## src/rtl/core/ptb_pkg.sv

```systemverilog
// Types, state codes and constants shared by the phaser/tremolo/bitcrush core.
package ptb_pkg;

    typedef struct packed {
        logic signed [11:0] audio_in;
        logic [11:0]        rate_knob;
        logic [11:0]        depth_knob;
        logic [11:0]        texture_knob;
        logic signed [11:0] depth_cv;
        logic signed [11:0] texture_cv;
        logic [1:0]         mode_switch;
        logic               sync_pulse;
    } t_in_req;

    typedef struct packed {
        logic signed [11:0] audio_out;
        logic signed [11:0] phaser_lfo;
        logic signed [11:0] trem_lfo;
        logic               burst_flag;
        logic               lfo_pulse;
        logic [11:0]        led_rate;
        logic [11:0]        led_lfo;
        logic [11:0]        led_sweep;
        logic [11:0]        led_corruption;
        logic               led_burst;
        logic               led_pulse;
    } t_out_req;

    typedef enum logic [4:0] {
        ST_IDLE, ST_RR, ST_RRK, ST_TR, ST_PD, ST_TD, ST_GAIN, ST_AG, ST_LCG, ST_LCGW,
        ST_AP_A, ST_AP_B, ST_AP_C, ST_PH, ST_DC, ST_DCW, ST_MIX, ST_HOLD,
        ST_SW, ST_SW2, ST_SW3, ST_SW4, ST_FIN
    } t_state;

    localparam logic [1:0]         MODE_MIX   = 2'd1;
    localparam logic [31:0]        PINC_BASE  = 32'd4473;
    localparam logic [31:0]        PINC_BURST = 32'd1073741;
    localparam logic [31:0]        TINC_BASE  = 32'd44739;
    localparam logic [31:0]        TINC_BURST = 32'd50000;
    localparam logic signed [24:0] PINC_K     = 25'sd2081;
    localparam logic signed [24:0] TINC_K     = 25'sd426;
    localparam logic signed [24:0] LCG_MUL    = 25'sd1664525;
    localparam logic [31:0]        LCG_ADD    = 32'd1013904223;
    localparam logic signed [13:0] SWEEP_MID  = 14'sd1500;
    localparam logic signed [13:0] SWEEP_MIN  = 14'sd200;
    localparam logic signed [13:0] SWEEP_MAX  = 14'sd2800;
    localparam logic signed [13:0] GAIN_MID   = 14'sd2048;
    localparam logic [13:0]        CORR_BURST = 14'd1500;
    localparam logic [13:0]        CORR_MAX   = 14'd4095;
    localparam logic signed [24:0] LED_K      = 25'sd4095;
    // floor(2^34 / 3000): quotient estimate low by at most one
    localparam logic signed [24:0] DIV_M      = 25'sd5726623;
    localparam logic signed [24:0] DIV_D      = 25'sd3000;
    localparam logic [23:0]        DIV_D24    = 24'd3000;

    function automatic logic signed [11:0] tri_wave(input logic [31:0] p);
        logic [10:0] x;
        x = p[31] ? ~p[30:20] : p[30:20];
        return $signed({~x[10], x[9:0], 1'b0});
    endfunction

    function automatic logic [11:0] clamp12(input logic signed [13:0] v);
        if (v < 14'sd0) return 12'd0;
        else if (v > 14'sd4095) return 12'd4095;
        else return v[11:0];
    endfunction

endpackage

```

## src/rtl/core/phaser_tremolo_bitcrush_sample_core.sv

```systemverilog
// Top level: phaser / tremolo / bitcrush voice processing one audio sample per request.
// One input request is taken at a time, and the next request can be accepted in the cycle
// after the result is loaded into the output register. Processing uses a single shared
// 33x25 signed multiplier with a registered product, stepped by a sequencer: each allpass
// stage passes through ST_AP_A, ST_AP_B and ST_AP_C, and the other multiplier uses are the
// phase increments, LFO depth scaling, tremolo gain, the LCG and the sweep LED scaling. The
// output register lets a finished result wait while the next request is already being processed.
module phaser_tremolo_bitcrush_sample_core #(
    parameter int ALLPASS_STAGES = 4
) (
    input  logic              i_clk,
    input  logic              i_rst_n,
    input  logic              i_in_valid,
    output logic              o_in_stall,
    input  ptb_pkg::t_in_req  i_in_req,
    output logic              o_out_valid,
    input  logic              i_out_stall,
    output ptb_pkg::t_out_req o_out_req
);
    import ptb_pkg::*;

    localparam int STG_W = (ALLPASS_STAGES > 1) ? $clog2(ALLPASS_STAGES) : 1;

    t_state r_state, n_state;

    logic signed [11:0] r_ain;
    logic [11:0]        r_rate, r_depth, r_tex;
    logic [1:0]         r_mode;
    logic               r_sync, r_last_sync;
    logic [31:0]        r_pph, r_tph, r_lcg;
    logic signed [11:0] r_plfo, r_tlfo;
    logic [11:0]        r_sweep, r_gain, r_corr, r_lsw, r_q0;
    logic signed [13:0] r_trem;
    logic signed [31:0] r_x, r_acc, r_ph, r_dc, r_o, r_held, r_last;
    logic signed [31:0] r_pin  [ALLPASS_STAGES];
    logic signed [31:0] r_pout [ALLPASS_STAGES];
    logic [STG_W-1:0]   r_stg;
    logic [4:0]         r_hcnt;
    logic [23:0]        r_p;
    logic signed [57:0] r_prod;
    logic               r_out_valid;
    t_out_req           r_out;

    logic signed [32:0] mul_a;
    logic signed [24:0] mul_b;
    logic               burst, accept, out_free, last_stg;
    logic signed [13:0] dsum, tsum, swp, gsum;
    logic signed [31:0] y, ph7, outv, masked;
    logic signed [32:0] ddiff;
    logic signed [44:0] mix;
    logic [13:0]        corr;
    logic [4:0]         hnext;
    logic [23:0]        rem;
    logic [31:0]        mask;
    logic signed [15:0] a7;

    assign burst    = r_mode[1];
    assign accept   = i_in_valid && !o_in_stall;
    assign out_free = !r_out_valid || !i_out_stall;
    assign last_stg = (r_stg == STG_W'(ALLPASS_STAGES - 1));
    assign o_in_stall  = (r_state != ST_IDLE);
    assign o_out_valid = r_out_valid;
    assign o_out_req   = r_out;

    always_ff @(posedge i_clk) begin
        if (!i_rst_n) r_state <= ST_IDLE;
        else          r_state <= n_state;
    end

    always_comb begin
        n_state = r_state;
        mul_a   = '0;
        mul_b   = '0;
        case (r_state)
            ST_IDLE: if (i_in_valid) n_state = ST_RR;
            ST_RR: begin
                mul_a = {21'd0, r_rate};
                mul_b = {13'd0, r_rate};
                n_state = ST_RRK;
            end
            ST_RRK: begin
                mul_a = {9'd0, r_prod[23:0]};
                mul_b = PINC_K;
                n_state = ST_TR;
            end
            ST_TR: begin
                mul_a = {21'd0, r_rate};
                mul_b = TINC_K;
                n_state = ST_PD;
            end
            ST_PD: begin
                mul_a = 33'(tri_wave(r_pph));
                mul_b = {13'd0, r_depth};
                n_state = ST_TD;
            end
            ST_TD: begin
                mul_a = 33'(tri_wave(r_tph));
                mul_b = {13'd0, r_depth};
                n_state = ST_GAIN;
            end
            ST_GAIN: n_state = ST_AG;
            ST_AG: begin
                mul_a = 33'(r_ain);
                mul_b = {13'd0, r_gain};
                n_state = ST_LCG;
            end
            ST_LCG: begin
                mul_a = {1'b0, r_lcg};
                mul_b = LCG_MUL;
                n_state = ST_LCGW;
            end
            ST_LCGW: n_state = ST_AP_A;
            ST_AP_A: begin
                mul_a = 33'(r_pout[r_stg]);
                mul_b = {13'd0, r_sweep};
                n_state = ST_AP_B;
            end
            ST_AP_B: begin
                mul_a = 33'(r_x);
                mul_b = {13'd0, r_sweep};
                n_state = ST_AP_C;
            end
            ST_AP_C: n_state = last_stg ? ST_PH : ST_AP_A;
            ST_PH:   n_state = ST_DC;
            ST_DC:   n_state = ST_DCW;
            ST_DCW:  n_state = ST_MIX;
            ST_MIX:  n_state = ST_HOLD;
            ST_HOLD: n_state = ST_SW;
            ST_SW: begin
                mul_a = {21'd0, r_sweep};
                mul_b = LED_K;
                n_state = ST_SW2;
            end
            ST_SW2: begin
                mul_a = {9'd0, r_prod[23:0]};
                mul_b = DIV_M;
                n_state = ST_SW3;
            end
            ST_SW3: begin
                mul_a = {21'd0, r_prod[45:34]};
                mul_b = DIV_D;
                n_state = ST_SW4;
            end
            ST_SW4: n_state = ST_FIN;
            ST_FIN: if (out_free) n_state = ST_IDLE;
            default: n_state = ST_IDLE;
        endcase
    end

    always_comb begin
        dsum  = $signed({2'b00, i_in_req.depth_knob}) + 14'(i_in_req.depth_cv);
        tsum  = $signed({2'b00, i_in_req.texture_knob}) + 14'(i_in_req.texture_cv);
        swp   = SWEEP_MID + 14'($signed(r_prod[24:12]));
        gsum  = GAIN_MID + 14'($signed(r_prod[24:12]));
        y     = r_acc - $signed(r_prod[43:12]);
        a7    = (16'(r_ain) <<< 3) - 16'(r_ain);
        ph7   = 32'(a7 >>> 3) - r_x;
        ddiff = 33'(r_ph) - 33'(r_dc);
        mix   = (45'(r_ph) <<< 11) + (45'(r_trem) <<< 11) - 45'(r_trem);
        corr  = {2'b00, r_tex} + {1'b0, r_tex, 1'b0};
        corr  = {2'b00, corr[13:2]} + (burst ? CORR_BURST : 14'd0);
        if (corr > CORR_MAX) corr = CORR_MAX;
        hnext = r_hcnt + 5'd1;
        rem   = r_p - r_prod[23:0];
        mask  = ~((32'd1 << r_corr[11:10]) - 32'd1);
        masked = r_held & $signed(mask);
        outv  = ({2'b00, r_lcg[9:0]} < {3'b000, r_corr[11:3]}) ? r_last : masked;
    end

    always_ff @(posedge i_clk) begin
        r_prod <= mul_a * mul_b;
        if (!i_rst_n) begin
            r_pph <= '0;
            r_tph <= '0;
            r_dc <= '0;
            r_lcg <= 32'd1;
            r_hcnt <= '0;
            r_held <= '0;
            r_last <= '0;
            r_last_sync <= 1'b0;
            r_stg <= '0;
            r_out_valid <= 1'b0;
            for (int i = 0; i < ALLPASS_STAGES; i++) begin
                r_pin[i]  <= '0;
                r_pout[i] <= '0;
            end
        end else begin
            if (r_state == ST_FIN && out_free) r_out_valid <= 1'b1;
            else if (!i_out_stall)             r_out_valid <= 1'b0;
            case (r_state)
                ST_IDLE: if (accept) begin
                    r_ain   <= i_in_req.audio_in;
                    r_rate  <= i_in_req.rate_knob;
                    r_depth <= clamp12(dsum);
                    r_tex   <= clamp12(tsum);
                    r_mode  <= i_in_req.mode_switch;
                    r_sync  <= i_in_req.sync_pulse;
                    r_last_sync <= i_in_req.sync_pulse;
                    if (i_in_req.sync_pulse && !r_last_sync) r_pph <= '0;
                end
                ST_TR: r_pph <= r_pph + (burst ? PINC_BURST : PINC_BASE + r_prod[47:16]);
                ST_PD: begin
                    r_tph  <= r_tph + (burst ? TINC_BURST : TINC_BASE + r_prod[31:0]);
                    r_plfo <= tri_wave(r_pph);
                end
                ST_TD: begin
                    r_tlfo <= tri_wave(r_tph);
                    if (swp < SWEEP_MIN)      r_sweep <= SWEEP_MIN[11:0];
                    else if (swp > SWEEP_MAX) r_sweep <= SWEEP_MAX[11:0];
                    else                      r_sweep <= swp[11:0];
                end
                ST_GAIN: r_gain <= (gsum < 14'sd0) ? 12'd0 : gsum[11:0];
                ST_LCG:  r_trem <= $signed(r_prod[24:11]);
                ST_LCGW: begin
                    r_lcg <= r_prod[31:0] + LCG_ADD;
                    r_x   <= 32'(r_ain);
                    r_stg <= '0;
                end
                ST_AP_B: r_acc <= r_pin[r_stg] + $signed(r_prod[43:12]);
                ST_AP_C: begin
                    r_pin[r_stg]  <= r_x;
                    r_pout[r_stg] <= y;
                    r_x <= y;
                    if (!last_stg) r_stg <= r_stg + STG_W'(1);
                end
                ST_PH:  r_ph <= ph7;
                ST_DC:  r_dc <= r_dc + {{9{ddiff[32]}}, ddiff[32:10]};
                ST_DCW: r_ph <= r_ph - r_dc;
                ST_MIX: begin
                    r_corr <= corr[11:0];
                    if (r_mode == MODE_MIX) r_o <= mix[43:12];
                    else if (burst)         r_o <= r_ph + (r_ph >>> 1);
                    else                    r_o <= r_ph;
                end
                ST_HOLD: begin
                    if (hnext >= {1'b0, r_corr[11:8]} + 5'd1) begin
                        r_held <= r_o;
                        r_hcnt <= '0;
                    end else begin
                        r_hcnt <= hnext;
                    end
                end
                ST_SW2: r_p <= r_prod[23:0];
                ST_SW3: r_q0 <= r_prod[45:34];
                ST_SW4: r_lsw <= r_q0 + ((rem >= DIV_D24) ? 12'd1 : 12'd0);
                ST_FIN: if (out_free) begin
                    r_last <= outv;
                    if (outv < -32'sd2048)     r_out.audio_out <= -12'sd2048;
                    else if (outv > 32'sd2047) r_out.audio_out <= 12'sd2047;
                    else                       r_out.audio_out <= outv[11:0];
                    r_out.phaser_lfo     <= r_plfo;
                    r_out.trem_lfo       <= r_tlfo;
                    r_out.burst_flag     <= burst;
                    r_out.lfo_pulse      <= r_pph[31];
                    r_out.led_rate       <= r_rate;
                    r_out.led_lfo        <= {~r_plfo[11], r_plfo[10:0]};
                    r_out.led_sweep      <= r_lsw;
                    r_out.led_corruption <= r_corr;
                    r_out.led_burst      <= burst;
                    r_out.led_pulse      <= r_sync;
                end
                default: ;
            endcase
        end
    end

    a_busy_after_accept: assert property (@(posedge i_clk) disable iff (!i_rst_n)
        accept |=> o_in_stall)
        else $error("request accepted while busy path not entered");
    a_stage_range: assert property (@(posedge i_clk) disable iff (!i_rst_n)
        r_stg <= STG_W'(ALLPASS_STAGES - 1))
        else $error("allpass stage index out of range");
    a_hold_range: assert property (@(posedge i_clk) disable iff (!i_rst_n)
        !r_hcnt[4])
        else $error("hold counter exceeded max hold length");
    a_valid_from_fin: assert property (@(posedge i_clk) disable iff (!i_rst_n)
        $rose(r_out_valid) |-> $past(r_state == ST_FIN))
        else $error("result loaded outside final step");

endmodule
```

## config.mk

```make
export PLATFORM = sky130hd
export DESIGN_NAME = phaser_tremolo_bitcrush_sample_core
export DESIGN_NICKNAME = d
export VERILOG_FILES = /design/src/rtl/core/ptb_pkg.sv /design/src/rtl/core/phaser_tremolo_bitcrush_sample_core.sv
export SDC_FILE = /design/constraint.sdc
export NUM_CORES = 2
export LEC_CHECK = 0
export ABC_AREA = 1
export BUFFER_PORTS_ARGS = -buffer_cell sky130_fd_sc_hd__buf_2
export CORE_ASPECT_RATIO = 0.9
export CORE_MARGIN = 2
export CORE_UTILIZATION = 40
export DETAILED_ROUTE_END_ITERATION = 8
export PLACE_DENSITY = 0.59
export SYNTH_ARGS = -nofsm -noshare
export SYNTH_HDL_FRONTEND = slang
export SYNTH_SLANG_ARGS = --single-unit
```

## constraint.sdc

```tcl
create_clock -name i_clk -period 9.2 [get_ports i_clk]
set_input_delay 1.84 -clock i_clk [delete_from_list [all_inputs] [get_ports i_clk]]
set_output_delay 1.84 -clock i_clk [all_outputs]
set_load 0.005 [all_outputs]
```

Yosys cells after proc, flatten, opt, wreduce, memory -nomap -nowiden
Memories as Yosys holds them, arrays and structs flattened. A register that Yosys moved wholly into a read port is not among the register bits. Index checks and enable logic that the tools add are counted. Widths: inputs -> output; s select.

$add $sub $neg: 27. Multipliers: 1. Magnitude comparators: 13. Eq/ne operators: 30. Shifts and indexed selects: 1. Muxes and demuxes: 43. Bitwise gates (word level): 7. Reductions and logical operators: 39.

Operators by type and width (number): $pmux 33 s10 (1); $mux 32 (9); $pmux 23 s10 (1); $pmux 32 s2 (3); $add 32x32->32 (4); $pmux 5 s23 (1); $reduce_or 32->1 (2); $sub 32x32->32 (2); $mul 33x24->48 (1); $mux 12 (4); $add 43x25->44 (1); $sub 44x14->44 (1); $gt 14x13->1 const B (3); $lt 14x1->1 const B (3); $eq 5x4->1 const B (8); $eq 5x5->1 const B (7); $mux 11 (3); $sub 32x32->33 (1); $add 13x32->32 const A (1); $add 16x32->32 const A (1); $add 32x30->32 const B (1); $add 32x31->32 (1); $and 32x32->32 (1); $gt 32x12->1 const B (1); 44 further kinds (100).

Register bits after elaboration: 637. Memory bits (writable): 256. Output and inout bits: 90. Word-level logic and storage cells: 205. Memories kept: 2.

Memory list: r_pin (words 4, bits a word 32, rd ports 1, clocked after memory_dff 1, wr ports 4, RTL line phaser_tremolo_bitcrush_sample_core.sv:35) `logic signed [31:0] r_pin [ALLPASS_STAGES];`; r_pout (words 4, bits a word 32, rd ports 1, clocked after memory_dff 1, wr ports 4, RTL line phaser_tremolo_bitcrush_sample_core.sv:36) `logic signed [31:0] r_pout [ALLPASS_STAGES];`.

Logic depth before layout (Yosys ltp)
Depth after elaboration: 7. Gate-level depth with buffers: 43.

Worst setup path after synthesis
No wires, ideal clock.

Path kind: register to register. Start: register r_state[4]. End: register r_prod[47]. Setup time: 0.112 ns. Data arrival time: 7.662 ns. Data required time: 9.088 ns. Slack: 1.425 ns. Stages on the path, launching flop included: 36. Buffers on the path: 4. Clock period less this slack: 7.775 ns. Cell sequence: dfxtp_1 -> buf_6 -> clkinv_2 -> nand3_4 -> nor2_1 -> buf_2 -> buf_2 -> nand3_1 -> nand3_1 -> clkbuf_1 -> nand2_1 -> fa_1 -> fa_1 -> inv_1 -> fa_1 -> inv_1 -> fa_1 -> inv_1 -> fa_1 -> fa_1 -> inv_1 -> fa_1 -> inv_1 -> ha_1 -> nand2_1 -> nor2_1 -> inv_1 -> nor3_1 -> a21oi_1 -> o21ai_0 -> nand2_1 -> o211ai_1 -> a21oi_1 -> o21ai_0 -> nand3b_1 -> nand2_1.

Cells in the longest elaborated chain, start to end: 4.

RTL lines: start, declared (RTL line phaser_tremolo_bitcrush_sample_core.sv:24) `t_state r_state, n_state;`; start signal, assigned (RTL line phaser_tremolo_bitcrush_sample_core.sv:67) `else r_state <= n_state;`; $eq 5x5->1 (tied with other cells) (RTL line phaser_tremolo_bitcrush_sample_core.sv:74) `case (r_state)`; $reduce_or 2->1 (no line); $pmux 33 s10 / $pmux 23 s10 (equally long branches) (RTL line phaser_tremolo_bitcrush_sample_core.sv:74); $mul 33x24->48 (*) (RTL line phaser_tremolo_bitcrush_sample_core.sv:171) `r_prod <= mul_a * mul_b;`; end signal, assigned (RTL line phaser_tremolo_bitcrush_sample_core.sv:171); end, declared (RTL line phaser_tremolo_bitcrush_sample_core.sv:40) `logic signed [57:0] r_prod;`.

Every way passes the cells marked *; elsewhere a longest branch is shown, timed or not. A chain may end at the register's enable or synchronous reset.

Worst setup path in the final report
Start: register r_state[1]. End: register r_prod[44].

The elaborated chain is that of the path after synthesis.

==> metrics.txt <==
status finished, final reports clean; Final Slew Violations 0; area leader, netlist edfxtp_1; Tmin final 8.98 ns; max-cap violation count 0; Initial Utilization 0.402; type of the worst min-delay path flip-flop to flip-flop; FILL cells 19,200; drt initial violations 7,160; gr usage total 0.284; Arr. time, crit path 9.68 ns; crit-path most repeated cell inv_1; Post-Synthesis Cells 9,533; top cells by area, synth edfxtp_1 (24%), fa_1 (16%), inv_1 (9.3%), ha_1 (9.3%), nand2_1 (7.0%); critical path class flip-flop to flip-flop; CTS tree yes; Synth-to-Final Area Change 11.1%; Clk Latency, worst-skew pair 0.76 ns; Peak supply drop 0.155 mV; number of global-route vias before repair 63,700; Clock Path Buffers 3; Routed WL 284,000 um; R2R Setup Slk 0.22 ns; Fin. Hold Viols 0; Critical Path Start Type flip-flop; YS warnings 0; layout cells sized above 1 0.0729; initial antenna violation count 20; Required @ worst endpoint 9.89 ns; WL/cell 22.8 um; total clock sinks 885; Power Density 188 mW/mm^2; total die area 0.197 sq mm; RSZ-0062 raised after global routing yes; Post-CTS Hold Fix Bufs 0; port bufs 165; ANT nets after route 0; fmax 111 MHz; area occupied by multi-input gates 0.0451 sq mm; Worst slew margin 0.208; row cnt 153; CP endpoint kind flip-flop; Sequential cell area 0.0240 sq mm; Synth Area per Inst 8.13 sq um; share of the synthesized area in the top cell type 0.244; CTS clk-pin slew, worst paths 0.07 ns; CP max stage delay 0.58 ns; Seq/Total Area, Yosys 0.310; Congestion Overflow GR 0; ys async rst share 0; largest net degree at the start of global routing 79; Slew @ Worst Pin 1.18 ns; Top Ports 169; clk_skew 0.0459 ns; clock root buffer clkbuf_16; core box area 0.193 sq mm; Vias 66,700; Vias/cell 5.37; first-pass GRT wire length 417,000 um; Synth Register Bits 885; synthesized cell area 0.0775 sq mm; static leakage 40.4 nW; Final GP Congestion 1.06; Die Wd 468 um; Max Fanout on Critical Path 7; die height 422 um; Fin Hold WS 0.419 ns; Synth Flop Type edfxtp_1; final setup vio count 0; number of synthesized flops with an enable pin 629; slowest CP cell fa_1; Num CTS Buffers 103; Final period util 0.977; DRC 0; total power 16.2 mW; dpl hpwl 227,000 um; nets 11,000; Yosys cell types 75; TritonRoute pass-1 iters 6; CTS H-Tree Depth 3
## metrics by stage
stage	area [sq um]	worst slack, ns	setup TNS [ns]	instances	util
2_1_floorplan	77600	1.43	0	9547	-
3_3_place_gp	82300	-0.176	-0.246	12200	0.427
3_5_place_dp	82300	-0.0123	-0.0123	12200	0.427
4_1_cts	86000	0.000165	0	12400	0.446
5_1_grt	86200	-0.0377	-0.0377	12400	0.446
6_report	86200	0.215	0	12400	0.447
## report_power, final
group | switching [mW] | internal, mW | leakage [nW]
clock network | 1.87 | 2.58 | 1.79
registers | 0.227 | 4.56 | 8.10
logic | 4.73 | 2.19 | 30.5
total | 6.82 | 9.34 | 40.4
## logic make-up after synthesis
| family | share of synthesized area |
|---|---|
| buffers and inverters | 0.111 |
| multiplexers | 0.000387 |
| adder cells (fa/ha/maj) | 0.250 |
| other | 0.0000969 |
| AND/OR/NAND/NOR | 0.164 |
| XOR/XNOR | 0.0371 |
| flip-flops | 0.310 |
| AO/OA/AOI/OAI | 0.128 |
## path summary, 6_finish.rpt
check	startpoint	to	cells after the start
worst max-delay path	r_state[1]	r_prod[44]	38
worst min register to register	r_lsw[1]	o_out_req[15]	0
worst min-delay path	r_lsw[1]	o_out_req[15]	0
worst max register to register	r_state[1]	r_prod[44]	38
## per-layer routing
layer	global-route usage	vias to the layer above	wire, um
li1	-	31100	-
met1	0.417	32500	128000
met2	0.416	2636	120000
met3	0.0580	418	25400
met4	0.0884	6	10300
met5	0	-	46
## synth_stat cells (32+ instances only)
library cell and count:
dfxtp_1 256, o22ai_1 57, inv_1 1927, nand3_1 253, xor2_1 214, nor3_1 144
a21oi_1 727, clkbuf_1 215, nand4_1 59, a31oi_1 56, nor4_1 40, nand2_1 1456
fa_1 608, o21bai_1 32, edfxtp_1 629, ha_1 574, xnor2_1 114, o21ai_0 647
nor2_1 1036, buf_2 38
## flip-flops by register name, summed over array words and instances, names as in the netlist, 14 cells and up, named ones only
| register | count |
|---|---|
| r_pin | 128 |
| r_tph | 32 |
| r_held | 32 |
| r_trem | 14 |
| r_pph | 32 |
| o_out_req | 74 |
| r_p | 24 |
| r_x | 32 |
| r_o | 32 |
| r_pout | 128 |
| r_prod | 48 |
| r_lcg | 32 |
| r_last | 32 |
| r_ph | 32 |
| r_acc | 32 |
| r_dc | 32 |
## placed cells by master, fill, tap and decap left out, types with 23 or more instances in the layout
cell type | synthesis | routed
o22ai_1 | 57 | 57
o21ai_1 | 29 | 29
or2_2 | 28 | 28
o21bai_1 | 32 | 31
dfxtp_1 | 256 | 254
buf_2 | 38 | 165
a221oi_1 | 29 | 29
xor2_1 | 214 | 214
nor3_1 | 144 | 142
nand2_1 | 1456 | 1450
a21o_1 | 27 | 27
fa_1 | 608 | 608
nand3_1 | 253 | 252
clkbuf_16 | 0 | 110
nor2_1 | 1036 | 1026
o21ai_0 | 647 | 646
xnor2_1 | 114 | 114
nor4_1 | 40 | 37
clkinv_1 | 17 | 26
inv_2 | 20 | 23
inv_1 | 1927 | 1922
o211ai_1 | 26 | 26
a21oi_1 | 727 | 724
edfxtp_1 | 629 | 629
ha_1 | 574 | 574
nand4_1 | 59 | 59
a31oi_1 | 56 | 55
buf_4 | 19 | 239
## worst max-delay path: cells and delay by family, from the launching register on
family,cells,cell delay [ns]
xor gates and xnor gates,1,0.16
and+or+nand+nor,9,1.19
AOI/OAI and AO/OA,9,2.01
DFF,1,0.48
adders and majority gates,8,3.82
buffers and inverters,11,1.26
## repair_timing
item,4_1_cts,5_1_grt
setup buffers,0,9
resized for setup,1,18
setup endpoints to repair,1,14
pin swaps,0,3
## area by class of cell
cell class / instances / area share
Timing Repair Buffer: 411 / 0.0319
Tap cell: 2557 / 0.0371
Clock inverter: 64 / 0.00851
Antenna cell: 7 / 0.000203
Inverter: 1970 / 0.0862
Clock buffer: 131 / 0.0339
Sequential cell: 885 / 0.279
Multi-Input combinational cell: 6398 / 0.523
Note: power is estimated with default switching activity, not from simulation.
